## config.mk

```make
export PLATFORM = sky130hd
export DESIGN_NAME = vector_norm_error_meter
export DESIGN_NICKNAME = d
export VERILOG_FILES = /design/src/hw/rtl/vnem_pkg.sv /design/src/hw/rtl/vnem_front.sv /design/src/hw/rtl/vnem_queue.sv /design/src/hw/rtl/vnem_back.sv /design/src/hw/rtl/vector_norm_error_meter.sv
export SDC_FILE = /design/constraint.sdc
export NUM_CORES = 2
export LEC_CHECK = 0
export BUFFER_PORTS_ARGS = -buffer_cell sky130_fd_sc_hd__buf_2
export CAP_MARGIN = 20
export CORE_MARGIN = 5
export CORE_UTILIZATION = 55
export DETAILED_ROUTE_END_ITERATION = 8
export PLACE_DENSITY = 0.78
export RECOVER_POWER = 100
export SYNTH_ARGS = -nofsm -noshare
export SYNTH_HDL_FRONTEND = slang
export SYNTH_HIERARCHICAL = 1
export SYNTH_SLANG_ARGS = --single-unit
```

## constraint.sdc

```tcl
create_clock -name aclk -period 13.4 [get_ports aclk]
set_input_delay 2.01 -clock aclk [delete_from_list [all_inputs] [get_ports aclk]]
set_output_delay 2.01 -clock aclk [all_outputs]
set_load 0.005 [all_outputs]
```

## src/hw/rtl/vnem_pkg.sv

```systemverilog
package vnem_pkg;

    // Vector length limit and element counter width (counter saturates at MAX_ITEMS + 1)
    localparam int MAX_ITEMS = 1024;
    localparam int CNT_W     = $clog2(MAX_ITEMS + 2);

    // Element and accumulator widths, Q12.12 in, Q.12 sums, Q.24 sums of squares
    localparam int IN_W   = 24;
    localparam int DABS_W = IN_W + 1;
    localparam int EABS_W = IN_W;
    localparam int DSQ_W  = 2 * DABS_W - 1;
    localparam int ESQ_W  = 2 * EABS_W - 1;
    localparam int SUM_W  = 35;
    localparam int SQS_W  = 59;

    localparam int OUT_W  = 32;
    localparam int STAT_W = 2;
    localparam int SEL_W  = 2;

    // Job queue between accumulate front and finish back
    localparam int QDEPTH = 2;
    localparam int QPTR_W = $clog2(QDEPTH);
    localparam int QCNT_W = $clog2(QDEPTH + 1);

    localparam logic [SEL_W-1:0] NORM_ONE = 2'd0;
    localparam logic [SEL_W-1:0] NORM_TWO = 2'd1;

    // One finished vector: selected numerator and denominator sums or maxima
    typedef struct packed {
        logic             two_norm;
        logic             rel;
        logic             over;
        logic [SQS_W-1:0] num;
        logic [SQS_W-1:0] den;
    } job_t;

    typedef struct packed {
        logic              empty;
        logic [QCNT_W-1:0] count;
    } q_stat_t;

endpackage

```

## src/hw/rtl/vnem_front.sv

```systemverilog
module vnem_front (
    input  logic                           aclk,
    input  logic                           aresetn,
    input  logic                           s_valid,
    output logic                           s_ready,
    input  logic signed [vnem_pkg::IN_W-1:0] s_approx_value,
    input  logic signed [vnem_pkg::IN_W-1:0] s_exact_value,
    input  logic                           s_last_item,
    input  logic [vnem_pkg::SEL_W-1:0]     norm_sel,
    input  logic                           rel_mode,
    input  vnem_pkg::q_stat_t              q_stat,
    output logic                           push,
    output vnem_pkg::job_t                 push_job
);

    logic                            accept;
    logic [vnem_pkg::QCNT_W:0]       busy;
    logic [vnem_pkg::DABS_W-1:0]     d_u;
    logic [vnem_pkg::DABS_W-1:0]     dabs;
    logic [vnem_pkg::EABS_W-1:0]     e_u;
    logic [vnem_pkg::EABS_W-1:0]     eabs;
    logic                            acc_en;
    logic [2*vnem_pkg::DABS_W-1:0]   dsq_full;
    logic [2*vnem_pkg::EABS_W-1:0]   esq_full;

    logic [vnem_pkg::CNT_W-1:0]      cnt_reg;
    logic [vnem_pkg::CNT_W-1:0]      cnt_next;

    logic                            s1_vld_reg;
    logic                            s1_last_reg;
    logic                            s1_en_reg;
    logic                            s1_over_reg;
    logic [vnem_pkg::DABS_W-1:0]     s1_dabs_reg;
    logic [vnem_pkg::EABS_W-1:0]     s1_eabs_reg;

    logic                            s2_vld_reg;
    logic                            s2_last_reg;
    logic                            s2_en_reg;
    logic                            s2_over_reg;
    logic [vnem_pkg::DABS_W-1:0]     s2_dabs_reg;
    logic [vnem_pkg::EABS_W-1:0]     s2_eabs_reg;
    logic [vnem_pkg::DSQ_W-1:0]      s2_dsq_reg;
    logic [vnem_pkg::ESQ_W-1:0]      s2_esq_reg;

    logic [vnem_pkg::SUM_W-1:0]      dsum_reg;
    logic [vnem_pkg::SUM_W-1:0]      dsum_next;
    logic [vnem_pkg::SUM_W-1:0]      esum_reg;
    logic [vnem_pkg::SUM_W-1:0]      esum_next;
    logic [vnem_pkg::SQS_W-1:0]      dsqs_reg;
    logic [vnem_pkg::SQS_W-1:0]      dsqs_next;
    logic [vnem_pkg::SQS_W-1:0]      esqs_reg;
    logic [vnem_pkg::SQS_W-1:0]      esqs_next;
    logic [vnem_pkg::DABS_W-1:0]     dmax_reg;
    logic [vnem_pkg::DABS_W-1:0]     dmax_next;
    logic [vnem_pkg::EABS_W-1:0]     emax_reg;
    logic [vnem_pkg::EABS_W-1:0]     emax_next;

    // Hold off new words while queued jobs plus pending last words fill every queue slot
    assign busy = {1'b0, q_stat.count}
                + (vnem_pkg::QCNT_W + 1)'(s1_vld_reg & s1_last_reg)
                + (vnem_pkg::QCNT_W + 1)'(s2_vld_reg & s2_last_reg);
    assign s_ready = busy < (vnem_pkg::QCNT_W + 1)'(vnem_pkg::QDEPTH);
    assign accept  = s_valid & s_ready;

    assign d_u  = {s_approx_value[vnem_pkg::IN_W-1], s_approx_value}
                - {s_exact_value[vnem_pkg::IN_W-1], s_exact_value};
    assign dabs = d_u[vnem_pkg::DABS_W-1] ? (~d_u + 1'b1) : d_u;
    assign e_u  = s_exact_value;
    assign eabs = e_u[vnem_pkg::EABS_W-1] ? (~e_u + 1'b1) : e_u;

    assign acc_en = cnt_reg < vnem_pkg::CNT_W'(vnem_pkg::MAX_ITEMS);

    always_comb begin
        cnt_next = cnt_reg;
        if (accept) begin
            if (s_last_item) begin
                cnt_next = '0;
            end else if (cnt_reg <= vnem_pkg::CNT_W'(vnem_pkg::MAX_ITEMS)) begin
                cnt_next = cnt_reg + 1'b1;
            end
        end
    end

    assign dsq_full = s1_dabs_reg * s1_dabs_reg;
    assign esq_full = s1_eabs_reg * s1_eabs_reg;

    always_comb begin
        dsum_next = dsum_reg;
        esum_next = esum_reg;
        dsqs_next = dsqs_reg;
        esqs_next = esqs_reg;
        dmax_next = dmax_reg;
        emax_next = emax_reg;
        if (s2_vld_reg && s2_en_reg) begin
            dsum_next = dsum_reg + vnem_pkg::SUM_W'(s2_dabs_reg);
            esum_next = esum_reg + vnem_pkg::SUM_W'(s2_eabs_reg);
            dsqs_next = dsqs_reg + vnem_pkg::SQS_W'(s2_dsq_reg);
            esqs_next = esqs_reg + vnem_pkg::SQS_W'(s2_esq_reg);
            if (s2_dabs_reg > dmax_reg) begin
                dmax_next = s2_dabs_reg;
            end
            if (s2_eabs_reg > emax_reg) begin
                emax_next = s2_eabs_reg;
            end
        end
    end

    // Pick the numerator and denominator of the selected norm
    assign push = s2_vld_reg & s2_last_reg;

    always_comb begin
        push_job.two_norm = (norm_sel == vnem_pkg::NORM_TWO);
        push_job.rel      = rel_mode;
        push_job.over     = s2_over_reg;
        if (norm_sel == vnem_pkg::NORM_TWO) begin
            push_job.num = dsqs_next;
            push_job.den = esqs_next;
        end else if (norm_sel == vnem_pkg::NORM_ONE) begin
            push_job.num = vnem_pkg::SQS_W'(dsum_next);
            push_job.den = vnem_pkg::SQS_W'(esum_next);
        end else begin
            push_job.num = vnem_pkg::SQS_W'(dmax_next);
            push_job.den = vnem_pkg::SQS_W'(emax_next);
        end
    end

    always_ff @(posedge aclk) begin
        if (!aresetn) begin
            cnt_reg    <= '0;
            s1_vld_reg <= 1'b0;
            s2_vld_reg <= 1'b0;
            dsum_reg   <= '0;
            esum_reg   <= '0;
            dsqs_reg   <= '0;
            esqs_reg   <= '0;
            dmax_reg   <= '0;
            emax_reg   <= '0;
        end else begin
            cnt_reg    <= cnt_next;
            s1_vld_reg <= accept;
            s2_vld_reg <= s1_vld_reg;
            if (push) begin
                dsum_reg <= '0;
                esum_reg <= '0;
                dsqs_reg <= '0;
                esqs_reg <= '0;
                dmax_reg <= '0;
                emax_reg <= '0;
            end else begin
                dsum_reg <= dsum_next;
                esum_reg <= esum_next;
                dsqs_reg <= dsqs_next;
                esqs_reg <= esqs_next;
                dmax_reg <= dmax_next;
                emax_reg <= emax_next;
            end
        end
    end

    always_ff @(posedge aclk) begin
        s1_last_reg <= s_last_item;
        s1_en_reg   <= acc_en;
        s1_over_reg <= ~acc_en;
        s1_dabs_reg <= dabs;
        s1_eabs_reg <= eabs;
        s2_last_reg <= s1_last_reg;
        s2_en_reg   <= s1_en_reg;
        s2_over_reg <= s1_over_reg;
        s2_dabs_reg <= s1_dabs_reg;
        s2_eabs_reg <= s1_eabs_reg;
        s2_dsq_reg  <= vnem_pkg::DSQ_W'(dsq_full);
        s2_esq_reg  <= vnem_pkg::ESQ_W'(esq_full);
    end

endmodule

```

## src/hw/rtl/vnem_queue.sv

```systemverilog
module vnem_queue (
    input  logic              aclk,
    input  logic              aresetn,
    input  logic              push,
    input  vnem_pkg::job_t    push_job,
    input  logic              pop,
    output vnem_pkg::job_t    pop_job,
    output vnem_pkg::q_stat_t q_stat
);

    vnem_pkg::job_t              mem_reg [vnem_pkg::QDEPTH];
    logic [vnem_pkg::QPTR_W-1:0] wr_ptr_reg;
    logic [vnem_pkg::QPTR_W-1:0] wr_ptr_next;
    logic [vnem_pkg::QPTR_W-1:0] rd_ptr_reg;
    logic [vnem_pkg::QPTR_W-1:0] rd_ptr_next;
    logic [vnem_pkg::QCNT_W-1:0] count_reg;
    logic [vnem_pkg::QCNT_W-1:0] count_next;

    localparam logic [vnem_pkg::QPTR_W-1:0] PTR_LAST = vnem_pkg::QPTR_W'(vnem_pkg::QDEPTH - 1);

    assign pop_job      = mem_reg[rd_ptr_reg];
    assign q_stat.count = count_reg;
    assign q_stat.empty = (count_reg == '0);

    always_comb begin
        wr_ptr_next = wr_ptr_reg;
        rd_ptr_next = rd_ptr_reg;
        count_next  = count_reg;
        if (push) begin
            wr_ptr_next = (wr_ptr_reg == PTR_LAST) ? '0 : wr_ptr_reg + 1'b1;
        end
        if (pop) begin
            rd_ptr_next = (rd_ptr_reg == PTR_LAST) ? '0 : rd_ptr_reg + 1'b1;
        end
        if (push && !pop) begin
            count_next = count_reg + 1'b1;
        end else if (pop && !push) begin
            count_next = count_reg - 1'b1;
        end
    end

    always_ff @(posedge aclk) begin
        if (!aresetn) begin
            wr_ptr_reg <= '0;
            rd_ptr_reg <= '0;
            count_reg  <= '0;
        end else begin
            wr_ptr_reg <= wr_ptr_next;
            rd_ptr_reg <= rd_ptr_next;
            count_reg  <= count_next;
        end
    end

    always_ff @(posedge aclk) begin
        if (push) begin
            mem_reg[wr_ptr_reg] <= push_job;
        end
    end

endmodule

```

## src/hw/rtl/vnem_back.sv

```systemverilog
module vnem_back (
    input  logic                           aclk,
    input  logic                           aresetn,
    input  vnem_pkg::q_stat_t              q_stat,
    input  vnem_pkg::job_t                 job,
    output logic                           pop,
    output logic                           m_valid,
    input  logic                           m_ready,
    output logic [vnem_pkg::OUT_W-1:0]     m_error_value,
    output logic [vnem_pkg::STAT_W-1:0]    m_error_status
);

    localparam logic [1:0] ST_IDLE = 2'd0;
    localparam logic [1:0] ST_DIV  = 2'd1;
    localparam logic [1:0] ST_SQRT = 2'd2;
    localparam logic [1:0] ST_DONE = 2'd3;

    localparam logic [vnem_pkg::STAT_W-1:0] STAT_OK   = 2'd0;
    localparam logic [vnem_pkg::STAT_W-1:0] STAT_ZDEN = 2'd1;
    localparam logic [vnem_pkg::STAT_W-1:0] STAT_SAT  = 2'd2;

    localparam int REM_W    = vnem_pkg::SQS_W;
    localparam int SHF_W    = 64;
    localparam int ROOT_W   = vnem_pkg::OUT_W;
    localparam int SQR_W    = ROOT_W + 2;
    localparam int LIN_SH   = 16;
    localparam int TWO_SH   = 32;
    localparam int ABS_SH   = 4;
    localparam int SQ_SH    = 8;
    localparam int DIV_LIN  = 32;
    localparam int DIV_TWO  = 64;
    localparam int SQ_STEPS = ROOT_W;
    localparam int ITER_W   = $clog2(DIV_TWO + 1);

    logic [1:0]                     state_reg;
    logic [1:0]                     state_next;
    logic [REM_W-1:0]               rem_reg;
    logic [REM_W-1:0]               rem_next;
    logic [REM_W-1:0]               den_reg;
    logic [REM_W-1:0]               den_next;
    logic [SHF_W-1:0]               shf_reg;
    logic [SHF_W-1:0]               shf_next;
    logic [SHF_W-1:0]               quo_reg;
    logic [SHF_W-1:0]               quo_next;
    logic [SQR_W-1:0]               sq_rem_reg;
    logic [SQR_W-1:0]               sq_rem_next;
    logic [ROOT_W-1:0]              root_reg;
    logic [ROOT_W-1:0]              root_next;
    logic [ITER_W-1:0]              iter_reg;
    logic [ITER_W-1:0]              iter_next;
    logic                           sqrt_after_reg;
    logic                           sqrt_after_next;
    logic                           over_reg;
    logic                           over_next;
    logic [vnem_pkg::OUT_W-1:0]     val_reg;
    logic [vnem_pkg::OUT_W-1:0]     val_next;
    logic [vnem_pkg::STAT_W-1:0]    stat_reg;
    logic [vnem_pkg::STAT_W-1:0]    stat_next;
    logic                           m_valid_reg;
    logic                           m_valid_next;
    logic [vnem_pkg::OUT_W-1:0]     m_value_reg;
    logic [vnem_pkg::OUT_W-1:0]     m_value_next;
    logic [vnem_pkg::STAT_W-1:0]    m_stat_reg;
    logic [vnem_pkg::STAT_W-1:0]    m_stat_next;

    logic                           zden;
    logic                           ovf;
    logic [REM_W:0]                 div_r2;
    logic                           div_ge;
    logic [REM_W:0]                 div_diff;
    logic [SHF_W-1:0]               quo_step;
    logic [SQR_W+1:0]               sq_r2;
    logic [SQR_W+1:0]               sq_trial;
    logic                           sq_ge;
    logic [SQR_W+1:0]               sq_diff;
    logic [ROOT_W-1:0]              root_step;

    assign m_valid        = m_valid_reg;
    assign m_error_value  = m_value_reg;
    assign m_error_status = m_stat_reg;

    // Classify the job at the queue head
    assign zden = job.rel && (job.den == '0);

    always_comb begin
        if (job.two_norm) begin
            ovf = job.rel ? ((job.num >> TWO_SH) >= job.den) : ((job.num >> 56) != '0);
        end else begin
            ovf = job.rel ? ((job.num >> LIN_SH) >= job.den) : ((job.num >> 28) != '0);
        end
    end

    // One restoring divide step and one square-root digit step
    assign div_r2   = {rem_reg, shf_reg[SHF_W-1]};
    assign div_diff = div_r2 - {1'b0, den_reg};
    assign div_ge   = div_r2 >= {1'b0, den_reg};
    assign quo_step = {quo_reg[SHF_W-2:0], div_ge};

    assign sq_r2     = {sq_rem_reg, shf_reg[SHF_W-1:SHF_W-2]};
    assign sq_trial  = {2'b00, root_reg, 2'b01};
    assign sq_ge     = sq_r2 >= sq_trial;
    assign sq_diff   = sq_r2 - sq_trial;
    assign root_step = {root_reg[ROOT_W-2:0], sq_ge};

    always_comb begin
        state_next      = state_reg;
        rem_next        = rem_reg;
        den_next        = den_reg;
        shf_next        = shf_reg;
        quo_next        = quo_reg;
        sq_rem_next     = sq_rem_reg;
        root_next       = root_reg;
        iter_next       = iter_reg;
        sqrt_after_next = sqrt_after_reg;
        over_next       = over_reg;
        val_next        = val_reg;
        stat_next       = stat_reg;
        m_valid_next    = m_valid_reg;
        m_value_next    = m_value_reg;
        m_stat_next     = m_stat_reg;
        pop             = 1'b0;

        if (m_valid_reg && m_ready) begin
            m_valid_next = 1'b0;
        end

        unique case (state_reg)
            ST_IDLE: begin
                if (!q_stat.empty) begin
                    pop       = 1'b1;
                    over_next = job.over;
                    if (zden) begin
                        val_next   = '0;
                        stat_next  = STAT_ZDEN;
                        state_next = ST_DONE;
                    end else if (ovf) begin
                        val_next   = '1;
                        stat_next  = STAT_SAT;
                        state_next = ST_DONE;
                    end else if (!job.two_norm && !job.rel) begin
                        val_next   = {job.num[vnem_pkg::OUT_W-ABS_SH-1:0], ABS_SH'(0)};
                        stat_next  = job.over ? STAT_SAT : STAT_OK;
                        state_next = ST_DONE;
                    end else if (!job.two_norm) begin
                        rem_next        = job.num >> LIN_SH;
                        shf_next        = {job.num[LIN_SH-1:0], (SHF_W - LIN_SH)'(0)};
                        den_next        = job.den;
                        quo_next        = '0;
                        iter_next       = ITER_W'(DIV_LIN);
                        sqrt_after_next = 1'b0;
                        state_next      = ST_DIV;
                    end else if (job.rel) begin
                        rem_next        = job.num >> TWO_SH;
                        shf_next        = {job.num[TWO_SH-1:0], (SHF_W - TWO_SH)'(0)};
                        den_next        = job.den;
                        quo_next        = '0;
                        iter_next       = ITER_W'(DIV_TWO);
                        sqrt_after_next = 1'b1;
                        state_next      = ST_DIV;
                    end else begin
                        shf_next    = {job.num[SHF_W-SQ_SH-1:0], SQ_SH'(0)};
                        sq_rem_next = '0;
                        root_next   = '0;
                        iter_next   = ITER_W'(SQ_STEPS);
                        state_next  = ST_SQRT;
                    end
                end
            end
            ST_DIV: begin
                rem_next  = div_ge ? div_diff[REM_W-1:0] : div_r2[REM_W-1:0];
                quo_next  = quo_step;
                shf_next  = shf_reg << 1;
                iter_next = iter_reg - 1'b1;
                if (iter_reg == ITER_W'(1)) begin
                    if (sqrt_after_reg) begin
                        // Feed the quotient to the root unit
                        shf_next    = quo_step;
                        sq_rem_next = '0;
                        root_next   = '0;
                        iter_next   = ITER_W'(SQ_STEPS);
                        state_next  = ST_SQRT;
                    end else begin
                        val_next   = quo_step[vnem_pkg::OUT_W-1:0];
                        stat_next  = over_reg ? STAT_SAT : STAT_OK;
                        state_next = ST_DONE;
                    end
                end
            end
            ST_SQRT: begin
                sq_rem_next = sq_ge ? sq_diff[SQR_W-1:0] : sq_r2[SQR_W-1:0];
                root_next   = root_step;
                shf_next    = shf_reg << 2;
                iter_next   = iter_reg - 1'b1;
                if (iter_reg == ITER_W'(1)) begin
                    val_next   = root_step;
                    stat_next  = over_reg ? STAT_SAT : STAT_OK;
                    state_next = ST_DONE;
                end
            end
            ST_DONE: begin
                if (!m_valid_reg || m_ready) begin
                    m_valid_next = 1'b1;
                    m_value_next = val_reg;
                    m_stat_next  = stat_reg;
                    state_next   = ST_IDLE;
                end
            end
        endcase
    end

    always_ff @(posedge aclk) begin
        if (!aresetn) begin
            state_reg   <= ST_IDLE;
            m_valid_reg <= 1'b0;
        end else begin
            state_reg   <= state_next;
            m_valid_reg <= m_valid_next;
        end
    end

    always_ff @(posedge aclk) begin
        rem_reg        <= rem_next;
        den_reg        <= den_next;
        shf_reg        <= shf_next;
        quo_reg        <= quo_next;
        sq_rem_reg     <= sq_rem_next;
        root_reg       <= root_next;
        iter_reg       <= iter_next;
        sqrt_after_reg <= sqrt_after_next;
        over_reg       <= over_next;
        val_reg        <= val_next;
        stat_reg       <= stat_next;
        m_value_reg    <= m_value_next;
        m_stat_reg     <= m_stat_next;
    end

endmodule

```

## src/hw/rtl/vector_norm_error_meter.sv

```systemverilog
// Channel   Handshake            Word
// -------   -------------------  -----------------------------------------------
// input     s_valid / s_ready    s_approx_value, s_exact_value (Q12.12), s_last_item
// result    m_valid / m_ready    m_error_value (Q16.16), m_error_status
// config    cfg_we               cfg_addr (0 norm select, 1 relative mode), cfg_wdata
//
// Input words enter one per cycle, while s_ready is high, into a two-stage accumulate
// pipeline (abs, square, sum). A last word hands its sums to a two-entry job queue; the
// finish unit then handles an absolute one- or infinity-norm directly, a relative one- or
// infinity-norm with a 32-step divide, an absolute two-norm with a 32-step root, and a
// relative two-norm with a 64-step divide, then a 32-step root, plus the output drain wait.
// s_ready drops while queued jobs plus last words still in the pipeline fill the queue.
// Reset (aresetn low, synchronous) clears the sums, count, queue, output valid and sets
// norm select to two-norm, absolute mode.
module vector_norm_error_meter (
    input  logic                             aclk,
    input  logic                             aresetn,
    input  logic                             s_valid,
    output logic                             s_ready,
    input  logic signed [vnem_pkg::IN_W-1:0] s_approx_value,
    input  logic signed [vnem_pkg::IN_W-1:0] s_exact_value,
    input  logic                             s_last_item,
    output logic                             m_valid,
    input  logic                             m_ready,
    output logic [vnem_pkg::OUT_W-1:0]       m_error_value,
    output logic [vnem_pkg::STAT_W-1:0]      m_error_status,
    input  logic                             cfg_we,
    input  logic                             cfg_addr,
    input  logic [vnem_pkg::SEL_W-1:0]       cfg_wdata
);

    localparam logic CFG_NORM_SEL = 1'b0;
    localparam logic CFG_REL_MODE = 1'b1;

    logic [vnem_pkg::SEL_W-1:0] norm_sel_reg;
    logic                       rel_mode_reg;

    vnem_pkg::q_stat_t q_stat;
    vnem_pkg::job_t    push_job;
    vnem_pkg::job_t    head_job;
    logic              push;
    logic              pop;

    // Config registers; the user must write them only while the block is idle, the block does not enforce it
    always_ff @(posedge aclk) begin
        if (!aresetn) begin
            norm_sel_reg <= vnem_pkg::NORM_TWO;
            rel_mode_reg <= 1'b0;
        end else if (cfg_we) begin
            unique case (cfg_addr)
                CFG_NORM_SEL: norm_sel_reg <= cfg_wdata;
                CFG_REL_MODE: rel_mode_reg <= cfg_wdata[0];
            endcase
        end
    end

    // Accumulate elements, emit one job per vector
    vnem_front u_front (
        .aclk           (aclk),
        .aresetn        (aresetn),
        .s_valid        (s_valid),
        .s_ready        (s_ready),
        .s_approx_value (s_approx_value),
        .s_exact_value  (s_exact_value),
        .s_last_item    (s_last_item),
        .norm_sel       (norm_sel_reg),
        .rel_mode       (rel_mode_reg),
        .q_stat         (q_stat),
        .push           (push),
        .push_job       (push_job)
    );

    // Hold finished vectors until the finish unit is free
    vnem_queue u_queue (
        .aclk     (aclk),
        .aresetn  (aresetn),
        .push     (push),
        .push_job (push_job),
        .pop      (pop),
        .pop_job  (head_job),
        .q_stat   (q_stat)
    );

    // Divide, take the root, saturate and drive the result word
    vnem_back u_back (
        .aclk           (aclk),
        .aresetn        (aresetn),
        .q_stat         (q_stat),
        .job            (head_job),
        .pop            (pop),
        .m_valid        (m_valid),
        .m_ready        (m_ready),
        .m_error_value  (m_error_value),
        .m_error_status (m_error_status)
    );

endmodule

```

After elaboration in Yosys (flattened, before gate mapping). Memories as Yosys holds them, arrays and structs flattened. A register that Yosys moved wholly into a read port is not among the register bits. Cells that the tools add are included. W data, S select, Z words.

Input bits: 57. Latch bits: 0. Memory bits (read-only): 0. Memories kept: 1. Word-level logic and storage cells: 252. Flip-flop bits (word level): 848. Memory bits (writable): 242.

$mul: 2. Add/subtract/negate cells: 17. Shift-type cells: 0. Bitwise operators: 13. Order comparisons: 9. Equality and inequality tests: 19. Mux-type cells: 114. Reduce and logical (&&, ||, !) cells: 34. Divide/modulo/power cells: 0.

Memories: u_queue.mem_reg (depth 2, width 121, read ports 1, clocked after memory_dff 1, wr ports 1, RTL line vnem_queue.sv:11) `vnem_pkg::job_t mem_reg [vnem_pkg::QDEPTH];`.

Operators with widths (count): $mux W59 (11); $mux W64 (8); $mux W32 (15); $mux W63 (6); $mux W34 (9); $pmux W32 S3 (2); $pmux W64 S3 (1); $pmux W63 S2 (1); $mux W118 (1); $pmux W59 S2 (1); $reduce_bool A59 Y1 (2); $pmux W34 S3 (1); $mux W94 (1); $mux W24 (3); $mux W35 (2); $ge A60 B59 Y1 (1); $add A59 B47 Y59 (1); $add A59 B49 Y59 (1); $ge A27 B59 Y1 (1); $ge A43 B59 Y1 (1); $logic_not A59 Y1 (1); $sub A59 B59 Y59 (1); $mux W7 (8); $mux W25 (2); 51 further kinds (127).

Depth between registers and ports, before layout.
Depth after elaboration: 7. Depth in mapped cells: 30. Gate-level depth less buffers: 29.

Hierarchy. The synthesis kept the hierarchy.

Modules (own cells, without submodules): vnem_front (area an instance 59539.6 um^2, instances 1, cells an instance 6880); vnem_back (area an instance 24657.4 um^2, instances 1, cells an instance 2440); vnem_queue (area an instance 8963.6 um^2, instances 1, cells an instance 397); vector_norm_error_meter (area an instance 131.4 um^2, instances 1, cells an instance 14).

Worst setup path after synthesis. Ideal clock, no wire load.

Kind: flip-flop to flip-flop. Start: reg with a tool-made name. End: reg u_back.quo_reg[0], enable pin. Arrival: 8687 ps. Library setup time: 645 ps. Setup slack: 4067 ps. Buffers on the path: 2. Data required time: 12755 ps. Cell stages (with the launch flop): 15. Path through: dfxtp_1 buf_4 buf_6 mux2_2 inv_1 ha_1 a21o_1 a21o_1 a211o_1 a211oi_1 o31ai_1 a31o_2 a21oi_1 o21ai_0 o22ai_1.

RTL lines: to (signal assigned) (RTL line vnem_back.sv:225) `quo_reg <= quo_next;`; to (decl) (RTL line vnem_back.sv:43) `logic [SHF_W-1:0] quo_reg;`.

==> flow_summary.json <==
{
  "rsz0062_at_grt": "no",
  "max_freq_ghz": 0.09498,
  "reg2reg_depth": 12,
  "fin_crit_sh": 0.7857,
  "vias": 69600,
  "final_nets": 11340,
  "cts_setup_buffers": 0,
  "cts_tree": "yes",
  "post_drt_wl_per_cell_um": 20.27,
  "cts_buffer_depth": 3,
  "crit_top_cell": "clkbuf_1",
  "slew_headroom": -1.759,
  "synth_edf_count": 630,
  "yosysUniqueCellTypes": 108,
  "cp-start-kind": "flip-flop",
  "area_growth_pct": 6.635,
  "crit_type": "flip-flop to flip-flop",
  "drive_above_1_share": 0.04178,
  "r2r_slack_ns": 2.87,
  "violations": "max-capacitance violations, max-slew violations",
  "hold_viol": 0,
  "largest_register_ff_count": 242,
  "drt_wl_total_um": 242500,
  "slowest_stage": "clkbuf_1",
  "crit_chain": "clkbuf_1, clkbuf_1, mux2_2, buf_4, inv_1, nor4_1, nand4_1, nor3_1, nand2_1, nand2_1, clkbuf_1, o22ai_1",
  "finalSetupViolCount": 0,
  "yosysWarnings": 6,
  "grt_pass1_wl_um": 386700,
  "die_h_um": 421.9,
  "grt-ovfl-total": 0,
  "worst_pin_slew_ns": 4.138,
  "hpwl_um": 182900,
  "syn_inst": 9731,
  "h-tree-depth": 3,
  "clock_latency_ns": 0.79,
  "antenna_left": 0,
  "first_pass_iters": 8,
  "start_util": 0.5517,
  "fp.dieW_um": 421.9,
  "cts_buffers": 113,
  "timing.rr.end": "u_back/val_reg[23]",
  "vias_per_cell": 5.818,
  "drv_slew": 1905,
  "status": "complete, but fails checks",
  "arrival_ns": 10.96,
  "maxCapViolations": 50,
  "timing.critical_path.to_type": "flip-flop",
  "grt_usage": 0.2692,
  "cts_resized": 0,
  "antenna_found_initial": 6,
  "hold_class": "flip-flop to flip-flop",
  "cts_sinks": 1087,
  "dieArea_um2": 178000,
  "drt_iter0_drc": 6818,
  "grt_max_degree": 96,
  "synth.yosys.seq_area_share": 0.3009,
  "cp-endpoint": "u_back/val_reg[23]",
  "core_um2": 169100,
  "yosys_most_used_dff": "edfxtp_1",
  "min_period_ns": 10.53,
  "fin_setup_tns_ns": 0,
  "gp_congestion": 0.9524,
  "cp_slowest_stage_delay_ns": 2.45,
  "crit_required_ns": 13.83,
  "rows": 151,
  "cts_hold_repair.buffers": 0,
  "synth_async_sr_flop_share": 0,
  "root_buffer": "clkbuf_16",
  "drc": 0,
  "synth_area_um2": 93290,
  "numPortBuffers": 92,
  "critical_path_buf_inv_count": 5,
  "grt_pass1_vias": 71110,
  "cp_max_fo": 58,
  "boundaryPins": 93,
  "avgSynthCellArea_um2": 9.587,
  "skew_ns": 0.08362,
  "synth_fp_nets": 11430,
  "path_clk_slew_ns": 0.06,
  "cp.depth": 12,
  "ys_seq_elements": 1087,
  "path_delay_family": "buffers and inverters"
}
## synth_stat cells, types with 17 or more instances
cell type | n | area share
buf_2 | 20 | 0.0011
fa_1 | 902 | 0.19
o21ai_1 | 34 | 0.0018
o211ai_1 | 30 | 0.0024
buf_1 | 27 | 0.0011
and2_1 | 390 | 0.026
mux2i_1 | 203 | 0.022
nand3_1 | 130 | 0.0070
xor2_1 | 156 | 0.015
dfxtp_1 | 457 | 0.098
or3_1 | 25 | 0.0017
nor2b_1 | 98 | 0.0066
nor4_1 | 37 | 0.0025
o21bai_1 | 49 | 0.0039
nor3_1 | 65 | 0.0035
inv_1 | 1616 | 0.065
o31ai_1 | 27 | 0.0022
o22ai_1 | 74 | 0.0050
o21ai_0 | 285 | 0.015
nand4_1 | 74 | 0.0050
o21a_1 | 63 | 0.0051
a21oi_1 | 589 | 0.032
nor2_1 | 717 | 0.029
a21o_1 | 265 | 0.021
nand2b_1 | 47 | 0.0032
a31oi_1 | 71 | 0.0048
a21boi_0 | 26 | 0.0021
o22a_1 | 17 | 0.0016
xnor2_1 | 257 | 0.024
a211oi_1 | 83 | 0.0067
mux2_2 | 126 | 0.015
and3_1 | 56 | 0.0038
edfxtp_1 | 630 | 0.20
nand2_1 | 741 | 0.030
ha_1 | 741 | 0.099
clkbuf_1 | 315 | 0.013
## area by class of cell
type | instances | area (um^2)
well taps | 2218 | 2775
fillers | 14030 | 69610
flip-flops and latches | 1087 | 28070
clock inverters | 76 | 1120
inverters | 1620 | 6081
diodes | 3 | 7.507
clock buffers | 139 | 3037
repair buffers | 175 | 813.3
multi-input cells | 6645 | 57580
## stage by stage
step / hold WS, ns / instances / util / setup slack, ns / area, um^2
after floorplan: 0.3096 / 9731 / - / 4.067 / 93290
after CTS: 0.3344 / 11960 / 0.5908 / 5.075 / 99900
after detailed placement: 0.3200 / 11740 / 0.5662 / 5.041 / 95740
after global routing: 0.3452 / 11960 / 0.5883 / 2.445 / 99480
final: 0.3313 / 11960 / 0.5883 / 2.871 / 99480
after global placement: 0.3172 / 11740 / 0.5660 / 5.170 / 95700
## placed cells by master, fill, tap and decap left out, types with 63 or more instances in the layout
cell type,instances
inv_1,1617
fa_1,902
nand2_1,741
ha_1,741
nor2_1,717
edfxtp_1,630
a21oi_1,591
dfxtp_1,456
o21ai_0,303
and2_1,294
a21o_1,265
xnor2_1,257
mux2i_1,203
xor2_1,156
nand3_1,130
clkbuf_16,114
clkbuf_1,108
nor2b_1,98
and2_0,94
a211oi_1,83
o22ai_1,74
nand4_1,74
a31oi_1,71
mux2_2,67
nor3_1,65
o21a_1,63
## routing by layer
layer / routed length, um / global-route usage / part of all wire
met1: 101000 / 0.3710 / 0.42
met2: 110900 / 0.4340 / 0.46
met3: 20520 / 0.04315 / 0.085
met4: 10090 / 0.09507 / 0.042
met5: 7 / 0 / 0.000029
## worst min path at each step
stage,from,endpoint,depth (start not counted)
after detailed placement,u_front/s1_en_reg,u_front/s2_en_reg,0
after global routing,u_front/s1_en_reg,u_front/s2_en_reg,0
after CTS,u_front/s1_en_reg,u_front/s2_en_reg,0
after floorplan,u_front/s1_en_reg,u_front/s2_en_reg,0
final,u_front/s1_en_reg,u_front/s2_en_reg,0
after global placement,u_front/s1_en_reg,u_front/s2_en_reg,0
## logic make-up after synthesis
logic type / count (synthesis) / share of synthesized area
and+or+nand+nor: 2457 / 0.1248
buffers and inverters: 1999 / 0.08191
AOI/OAI and AO/OA: 1801 / 0.1233
adders and majority gates: 1643 / 0.2929
DFF: 1087 / 0.3009
xor gates and xnor gates: 413 / 0.03877
muxes: 331 / 0.03747
Power is left out: the tool's default activity adds up to more than one toggle a clock period on the data nets, which glitch-free logic cannot reach.
